==> config.mk <==
export PLATFORM = sky130hd
export DESIGN_NAME = url_percent_encoder_utf8
export DESIGN_NICKNAME = d
export VERILOG_FILES = /design/src/hw/rtl/upe_pkg.sv /design/src/hw/rtl/upe_front.sv /design/src/hw/rtl/upe_queue.sv /design/src/hw/rtl/upe_back.sv /design/src/hw/rtl/url_percent_encoder_utf8.sv
export SDC_FILE = /design/constraint.sdc
export NUM_CORES = 1
export LEC_CHECK = 0
export BUFFER_PORTS_ARGS = -buffer_cell sky130_fd_sc_hd__buf_2
export CORE_ASPECT_RATIO = 0.6
export CORE_MARGIN = 2
export CORE_UTILIZATION = 60
export CTS_BUF_LIST = sky130_fd_sc_hd__clkbuf_4
export CTS_CLUSTER_DIAMETER = 40
export DETAILED_ROUTE_END_ITERATION = 12
export PLACE_DENSITY = 0.82
export SYNTH_ARGS = -nofsm -noshare
export SYNTH_HDL_FRONTEND = slang
export SYNTH_SLANG_ARGS = --single-unit
==> constraint.sdc <==
create_clock -name i_clk -period 5.1 [get_ports i_clk]
set_clock_uncertainty 0.1 [all_clocks]
set_input_delay 0.255 -clock i_clk [delete_from_list [all_inputs] [get_ports i_clk]]
set_output_delay 0.255 -clock i_clk [all_outputs]
set_load 0.05 [all_outputs]
==> src/hw/rtl/upe_pkg.sv <==
// Shared types, constants and helpers for the URL percent encoder.
package upe_pkg;

    localparam int Q_DEPTH = 2;
    localparam int Q_AW    = $clog2(Q_DEPTH);
    localparam int Q_CW    = $clog2(Q_DEPTH + 1);

    localparam logic [15:0] LIM_ONE_BYTE = 16'h007F;
    localparam logic [15:0] LIM_TWO_BYTE = 16'h07FF;
    localparam logic [7:0]  LEAD_TWO     = 8'hC0;
    localparam logic [7:0]  LEAD_THREE   = 8'hE0;
    localparam logic [7:0]  CONT_MARK    = 8'h80;
    localparam logic [7:0]  CONT_MASK    = 8'h3F;

    localparam logic [7:0]  CH_PERCENT   = 8'h25;
    localparam logic [7:0]  CH_PLUS      = 8'h2B;
    localparam logic [7:0]  CH_SPACE     = 8'h20;

    // Classified code unit: either one literal character or 1 to 3 bytes to escape.
    typedef struct packed {
        logic            lit;
        logic [7:0]      lit_char;
        logic [1:0]      nbytes;
        logic [2:0][7:0] bytes;
    } t_desc;

    typedef struct packed {
        logic full;
        logic empty;
    } t_q_stat;

    function automatic logic [7:0] hex_char(input logic [3:0] d);
        logic [7:0] c;
        if (d < 4'd10) begin
            c = 8'h30 + {4'd0, d};
        end else begin
            c = 8'h57 + {4'd0, d};
        end
        return c;
    endfunction

    function automatic logic passes_through(input logic [15:0] u);
        logic p;
        p = 1'b0;
        if (u[15:8] == 8'd0) begin
            case (u[7:0]) inside
                [8'h41:8'h5A], [8'h61:8'h7A], [8'h30:8'h39],
                8'h2D, 8'h5F, 8'h2E, 8'h21, 8'h7E, 8'h2A, 8'h27, 8'h28, 8'h29:
                    p = 1'b1;
                default: p = 1'b0;
            endcase
        end
        return p;
    endfunction

endpackage

==> src/hw/rtl/upe_front.sv <==
// Front end: classifies one code unit into a literal or a UTF-8 byte list.
module upe_front (
    input  logic          i_valid,
    output logic          o_ready,
    input  logic [15:0]   i_code_unit,
    output logic          o_push,
    output upe_pkg::t_desc o_desc,
    input  upe_pkg::t_q_stat i_q_stat
);
    import upe_pkg::*;

    logic [15:0] u;

    assign u       = i_code_unit;
    assign o_ready = !i_q_stat.full;
    assign o_push  = i_valid && !i_q_stat.full;

    always_comb begin
        o_desc          = '0;
        o_desc.lit_char = u[7:0];
        if (passes_through(u)) begin
            o_desc.lit = 1'b1;
        end else if (u == {8'd0, CH_SPACE}) begin
            o_desc.lit      = 1'b1;
            o_desc.lit_char = CH_PLUS;
        end else if (u <= LIM_ONE_BYTE) begin
            o_desc.nbytes   = 2'd1;
            o_desc.bytes[0] = u[7:0];
        end else if (u <= LIM_TWO_BYTE) begin
            o_desc.nbytes   = 2'd2;
            o_desc.bytes[0] = LEAD_TWO | {3'd0, u[10:6]};
            o_desc.bytes[1] = CONT_MARK | ({2'd0, u[5:0]} & CONT_MASK);
        end else begin
            o_desc.nbytes   = 2'd3;
            o_desc.bytes[0] = LEAD_THREE | {4'd0, u[15:12]};
            o_desc.bytes[1] = CONT_MARK | ({2'd0, u[11:6]} & CONT_MASK);
            o_desc.bytes[2] = CONT_MARK | ({2'd0, u[5:0]} & CONT_MASK);
        end
    end

endmodule

==> src/hw/rtl/upe_queue.sv <==
// Short queue of classified words between the front and the back end.
module upe_queue (
    input  logic              i_clk,
    input  logic              i_rst_n,
    input  logic              i_push,
    input  upe_pkg::t_desc    i_desc,
    input  logic              i_pop,
    output upe_pkg::t_desc    o_desc,
    output logic              o_valid,
    output upe_pkg::t_q_stat  o_stat
);
    import upe_pkg::*;

    t_desc           r_mem [Q_DEPTH];
    logic [Q_AW-1:0] r_wptr, n_wptr;
    logic [Q_AW-1:0] r_rptr, n_rptr;
    logic [Q_CW-1:0] r_count, n_count;
    logic            do_pop;

    assign do_pop       = i_pop && (r_count != '0);
    assign o_valid      = (r_count != '0);
    assign o_desc       = r_mem[r_rptr];
    assign o_stat.full  = (r_count == Q_CW'(Q_DEPTH));
    assign o_stat.empty = (r_count == '0);

    always_comb begin
        n_wptr  = r_wptr;
        n_rptr  = r_rptr;
        n_count = r_count;
        if (i_push) begin
            n_wptr = (r_wptr == Q_AW'(Q_DEPTH - 1)) ? '0 : r_wptr + 1'b1;
        end
        if (do_pop) begin
            n_rptr = (r_rptr == Q_AW'(Q_DEPTH - 1)) ? '0 : r_rptr + 1'b1;
        end
        if (i_push && !do_pop) begin
            n_count = r_count + 1'b1;
        end else if (do_pop && !i_push) begin
            n_count = r_count - 1'b1;
        end
    end

    always_ff @(posedge i_clk) begin
        if (!i_rst_n) begin
            r_wptr  <= '0;
            r_rptr  <= '0;
            r_count <= '0;
        end else begin
            r_wptr  <= n_wptr;
            r_rptr  <= n_rptr;
            r_count <= n_count;
        end
    end

    always_ff @(posedge i_clk) begin
        if (i_push) begin
            r_mem[r_wptr] <= i_desc;
        end
    end

endmodule

==> src/hw/rtl/upe_back.sv <==
// Back end: walks the head word one character per cycle into the output register while i_ready lets it.
module upe_back (
    input  logic           i_clk,
    input  logic           i_rst_n,
    input  upe_pkg::t_desc i_desc,
    input  logic           i_desc_valid,
    output logic           o_pop,
    output logic           o_valid,
    input  logic           i_ready,
    output logic [7:0]     o_out_char,
    output logic           o_last
);
    import upe_pkg::*;

    localparam logic [1:0] PH_PCT = 2'd0;
    localparam logic [1:0] PH_HI  = 2'd1;
    localparam logic [1:0] PH_LO  = 2'd2;

    logic [1:0] r_phase, n_phase;
    logic [1:0] r_byte, n_byte;
    logic       r_out_valid;
    logic [7:0] r_out_char;
    logic       r_out_last;
    logic       emit;
    logic [7:0] cur_byte;
    logic [7:0] ch;
    logic       ch_last;

    assign emit     = i_desc_valid && (!r_out_valid || i_ready);
    assign cur_byte = i_desc.bytes[r_byte];

    always_comb begin
        ch      = CH_PERCENT;
        ch_last = 1'b0;
        if (i_desc.lit) begin
            ch      = i_desc.lit_char;
            ch_last = 1'b1;
        end else begin
            unique case (r_phase)
                PH_PCT:  ch = CH_PERCENT;
                PH_HI:   ch = hex_char(cur_byte[7:4]);
                PH_LO: begin
                    ch      = hex_char(cur_byte[3:0]);
                    ch_last = (r_byte == i_desc.nbytes - 2'd1);
                end
                default: ch = CH_PERCENT;
            endcase
        end
    end

    assign o_pop = emit && ch_last;

    always_comb begin
        n_phase = r_phase;
        n_byte  = r_byte;
        if (emit) begin
            if (ch_last) begin
                n_phase = PH_PCT;
                n_byte  = '0;
            end else if (r_phase == PH_LO) begin
                n_phase = PH_PCT;
                n_byte  = r_byte + 2'd1;
            end else begin
                n_phase = r_phase + 2'd1;
            end
        end
    end

    always_ff @(posedge i_clk) begin
        if (!i_rst_n) begin
            r_phase     <= PH_PCT;
            r_byte      <= '0;
            r_out_valid <= 1'b0;
        end else begin
            r_phase <= n_phase;
            r_byte  <= n_byte;
            if (emit) begin
                r_out_valid <= 1'b1;
            end else if (i_ready) begin
                r_out_valid <= 1'b0;
            end
        end
    end

    always_ff @(posedge i_clk) begin
        if (emit) begin
            r_out_char <= ch;
            r_out_last <= ch_last;
        end
    end

    assign o_valid    = r_out_valid;
    assign o_out_char = r_out_char;
    assign o_last     = r_out_last;

endmodule

==> src/hw/rtl/url_percent_encoder_utf8.sv <==
// Top level of the URL percent encoder for UTF-16 code units.
// The input channel (i_valid, o_ready, i_code_unit) takes one 16-bit code unit
// per word. The output channel (o_valid, i_ready, o_out_char, o_last) gives the
// encoded text one ASCII character per word, with o_last high on the final
// character of each code unit.
// A code unit yields one character when it passes through or is a space, and
// three, six or nine characters when it is escaped as one, two or three UTF-8
// bytes. When the block is empty, an accepted code unit is written into the queue,
// and its first character is then written into the output register.
// The output runs at one character per cycle while i_ready is high, and a
// two-word queue lets new code units be taken while earlier ones are still
// being written out.
// When the receiver holds i_ready low, the current character stays in the
// output register, the sequencer waits, and o_ready falls once the queue fills.
// Reset empties the queue and the output register and clears the sequencer's phase and byte index.
module url_percent_encoder_utf8 (
    input  logic        i_clk,
    input  logic        i_rst_n,
    input  logic        i_valid,
    output logic        o_ready,
    input  logic [15:0] i_code_unit,
    output logic        o_valid,
    input  logic        i_ready,
    output logic [7:0]  o_out_char,
    output logic        o_last
);
    import upe_pkg::*;

    t_desc   f_desc;
    t_desc   q_desc;
    logic    f_push;
    logic    q_valid;
    logic    b_pop;
    t_q_stat q_stat;

    upe_front u_front (
        .i_valid     (i_valid),
        .o_ready     (o_ready),
        .i_code_unit (i_code_unit),
        .o_push      (f_push),
        .o_desc      (f_desc),
        .i_q_stat    (q_stat)
    );

    upe_queue u_queue (
        .i_clk   (i_clk),
        .i_rst_n (i_rst_n),
        .i_push  (f_push),
        .i_desc  (f_desc),
        .i_pop   (b_pop),
        .o_desc  (q_desc),
        .o_valid (q_valid),
        .o_stat  (q_stat)
    );

    upe_back u_back (
        .i_clk        (i_clk),
        .i_rst_n      (i_rst_n),
        .i_desc       (q_desc),
        .i_desc_valid (q_valid),
        .o_pop        (b_pop),
        .o_valid      (o_valid),
        .i_ready      (i_ready),
        .o_out_char   (o_out_char),
        .o_last       (o_last)
    );

    a_pct_not_last: assert property (@(posedge i_clk) disable iff (!i_rst_n)
        (o_valid && o_out_char == CH_PERCENT) |-> !o_last)
        else $error("percent sign marked as last character");

    a_full_blocks: assert property (@(posedge i_clk) disable iff (!i_rst_n)
        q_stat.full |-> !o_ready)
        else $error("input ready while queue is full");

    a_first_char: assert property (@(posedge i_clk) disable iff (!i_rst_n)
        (i_valid && o_ready && q_stat.empty && !o_valid) |-> ##2 o_valid)
        else $error("first character did not appear two cycles after accept");

    a_pop_valid: assert property (@(posedge i_clk) disable iff (!i_rst_n)
        b_pop |-> (q_valid && !q_stat.empty))
        else $error("queue popped while empty");

endmodule

==> impl_metrics.ini <==
[outcome]
outcome = finished, final reports clean

[clock_tree]
post_cts_resized = 0
cts_buffer_depth = 2
worstSkewPairLatency_ns = 0.43
clk_pin_slew_ns = 0.12
cts_buffers = 9
cts_tree = done
root_buffer = clkbuf_4
cts.sinks = 83
post-cts-setup-buffers = 0
h-tree-depth = 3

[timing]
hold_violations = 0
rsz0062_at_grt = no
setup_viol = 0
period_needed_ns = 3.56
max_freq_mhz = 281
slew_headroom_pct = 35.2
final.setup.tns_ns = 0
tightest_slew_ns = 0.972
slew_violations = 0
finalCritPeriodShare_pct = 69.8

[floorplan]
fp.dieW_um = 109
start_util_pct = 63.7
fp.dieH_um = 67.1
io_pins = 31
die_area_um2 = 7320
placementRows = 22
core_um2 = 6250

[cells_and_area]
stdcell_area_um2 = 4340
drive_above_1_share_pct = 17.2
final_cell_count_no_fill = 450
finalNetCount = 389
area_delta_synth_final_pct = 9.15
nFillCells = 450
post-route-util_pct = 69.5
multiInputGateArea_um2 = 1440
register_area_um2 = 2390
diodes = 0

[setup_path]
start_kind = flop
end_kind = flop
cp.required_ns = 5.18
path_max_fanout = 21
setup.worst_path.class = reg2reg
crit_arrival_ns = 3.64

[drt]
drtAntennaViolNets = 0
remaining_drc_errors = 0
drt_iter0_markers = 276
vias_per_cell = 6.06
wirelength_um = 8410
vias = 2725
drt_first_pass_iters = 5
wire_per_inst_um = 18.7

[power_and_ir_drop]
power.density_nw_per_um2 = 450
seqPwrFrac_pct = 47.9
combPwrFrac_pct = 34.4
p_leak_nw = 1.49
intPower_w = 0.00125
switchingPower_w = 0.000702
switching_share_pct = 35.9
clkPwrFrac_pct = 17.8
ir_worst_vdd_v = 0.000265

[synth]
syn-num-nets = 359
seq_area_frac_synth_pct = 60.1
yosysUniqueCellTypes = 49
synth-edff-count = 73
synthesis.area_um2 = 3980
ys.flop_type = edfxtp_1
ys_ff_latch = 83
yosys_warnings = 0
avgSynthCellArea_um2 = 12.0
syn-instance-count = 332
synthArstFlopShare_pct = 0

[placed_design]
hpwl_um = 5920
postPlaceCellArea_um2 = 4180
place.gp.congestion = 0.886
post-place-cells = 431
io_buffers = 30

[global_route]
grt_max_degree = 34
grt_pass1_wl_um = 13200
track_usage_pct = 25.8
grt_pass1_vias = 2535
antenna_found_initial = 0
grt-ovfl-total = 0

[run]
maxCapViolCount = 0

[worst_hold_path]
holdCritPathClass = in2reg
per-layer routing:
metal	vias up	wire [um]	global-route usage, %
met1	1303	3830	36.8
met2	123	3750	37.2
met5	-	0	0
li1	1291	-	-
met3	8	761	10.6
met4	0	67	5.45
placed cells by master (no fill, tap or decap), types with 2 or more instances in the layout:
cell / instances
edfxtp_1: 73
buf_2: 30
nor2_1: 27
nand2_1: 27
mux2i_1: 17
a21oi_1: 16
inv_1: 15
mux2_2: 13
and2_1: 10
o21ai_0: 10
dfxtp_1: 10
clkbuf_4: 10
nand2b_1: 9
nor3_1: 7
o22ai_1: 7
ha_1: 7
a221oi_1: 6
clkinv_1: 5
nand4_1: 5
buf_4: 5
nor2b_1: 4
xnor2_1: 4
a22oi_1: 4
dlygate4sd3_1: 4
a222oi_1: 3
or3_1: 3
nand3_1: 3
a31oi_1: 3
o21a_1: 3
xor2_1: 2
o21bai_1: 2
a211oi_1: 2
o31a_1: 2
a21boi_0: 2
area by class of cell:
cell class | instances | area share, %
flip-flops and latches | 83 | 55.1
repair buffers | 39 | 5.24
inverters | 16 | 1.38
multi-input cells | 213 | 33.1
well taps | 84 | 2.42
clock buffers | 10 | 1.73
clock inverters | 5 | 1.04
sequential cells by signal, summed over array words and instances, names as in the netlist, named ones only:
signal / count
u_back.r_byte: 2
u_back.o_out_char: 8
u_queue.r_rptr: 1
u_back.o_valid: 1
u_queue.r_count: 2
u_queue.r_mem: 64
u_queue.r_wptr: 1
u_back.o_last: 1
u_back.r_phase: 2
kinds of logic (layout without fill, tap and decap cells):
logic type	Yosys count	in the layout	synth area share (%)
flops	83	83	60.1
buf+inv	36	70	3.81
xor+xnor	6	6	1.32
simple gates	99	99	11.9
mux	32	32	8.90
fa+ha+maj	7	7	2.20
compound gates	69	69	11.8
final timing paths:
path                                             end       startpoint  depth (start not counted)  slack [ns]
worst max-delay path            u_back.o_out_char[2]             flop                          9        1.54
worst min-delay path             u_queue.r_mem[1][2]  i_code_unit[14]                          2        0.06
worst max register to register  u_back.o_out_char[2]             flop                          9        1.54
worst min register to register        u_queue.r_rptr   u_queue.r_rptr                          2        0.40
power by group through the flow:
stage                     registers (W)  logic, W  clock network (W)
after floorplan                 0.00107  0.000388                  0
after global placement         0.000947  0.000647                  0
after detailed placement       0.000952  0.000663                  0
after CTS                      0.000936  0.000669           0.000356
after global routing           0.000948  0.000729           0.000383
final                          0.000935  0.000672           0.000347
cells in the mapped netlist (2+ instances only):
cell type / count / area share (%)
edfxtp_1: 73 / 55
nor2_1: 28 / 2.6
nand2_1: 27 / 2.5
mux2i_1: 17 / 4.3
a21oi_1: 16 / 2.0
inv_1: 15 / 1.4
mux2_2: 13 / 3.7
clkbuf_1: 12 / 1.1
and2_1: 10 / 1.6
dfxtp_1: 10 / 5.0
o21ai_0: 10 / 1.3
nand2b_1: 9 / 1.4
ha_1: 7 / 2.2
nor3_1: 7 / 0.88
o22ai_1: 7 / 1.1
a221oi_1: 6 / 1.3
nand4_1: 5 / 0.79
a22oi_1: 4 / 0.75
buf_2: 4 / 0.50
nor2b_1: 4 / 0.63
xnor2_1: 4 / 0.88
a222oi_1: 3 / 0.75
a31oi_1: 3 / 0.47
nand3_1: 3 / 0.38
o21a_1: 3 / 0.57
or3_1: 3 / 0.47
a211oi_1: 2 / 0.38
a21boi_0: 2 / 0.38
buf_1: 2 / 0.19
o21bai_1: 2 / 0.38
o31a_1: 2 / 0.44
xor2_1: 2 / 0.44
per-stage QoR:
step	hold WS, ns	setup WS, ns	total power (W)
5_1_grt	0.0167	1.25	0.00206
6_report	0.0631	1.54	0.00195
2_1_floorplan	0.343	2.15	0.00146
4_1_cts	0.0259	1.56	0.00196
3_3_place_gp	0.363	1.78	0.00159
3_5_place_dp	0.376	1.60	0.00162
critical path: stages (launching register included):
cell,delay [ns]
dfxtp_1,0.65
buf_4,0.40
mux2_2,0.37
a222oi_1,0.73
ha_1,0.29
inv_1,0.05
a211oi_1,0.27
xnor2_1,0.13
a221oi_1,0.26
nor2_1,0.08
repair_timing:
| item | in CTS | in global routing |
|---|---|---|
| hold buffers | 4 | 0 |
| hold endpoints to repair | 7 | 0 |
| endpoints found under the setup margin | 0 | 0 |
No activity file was read; power rests on OpenSTA's default activity.
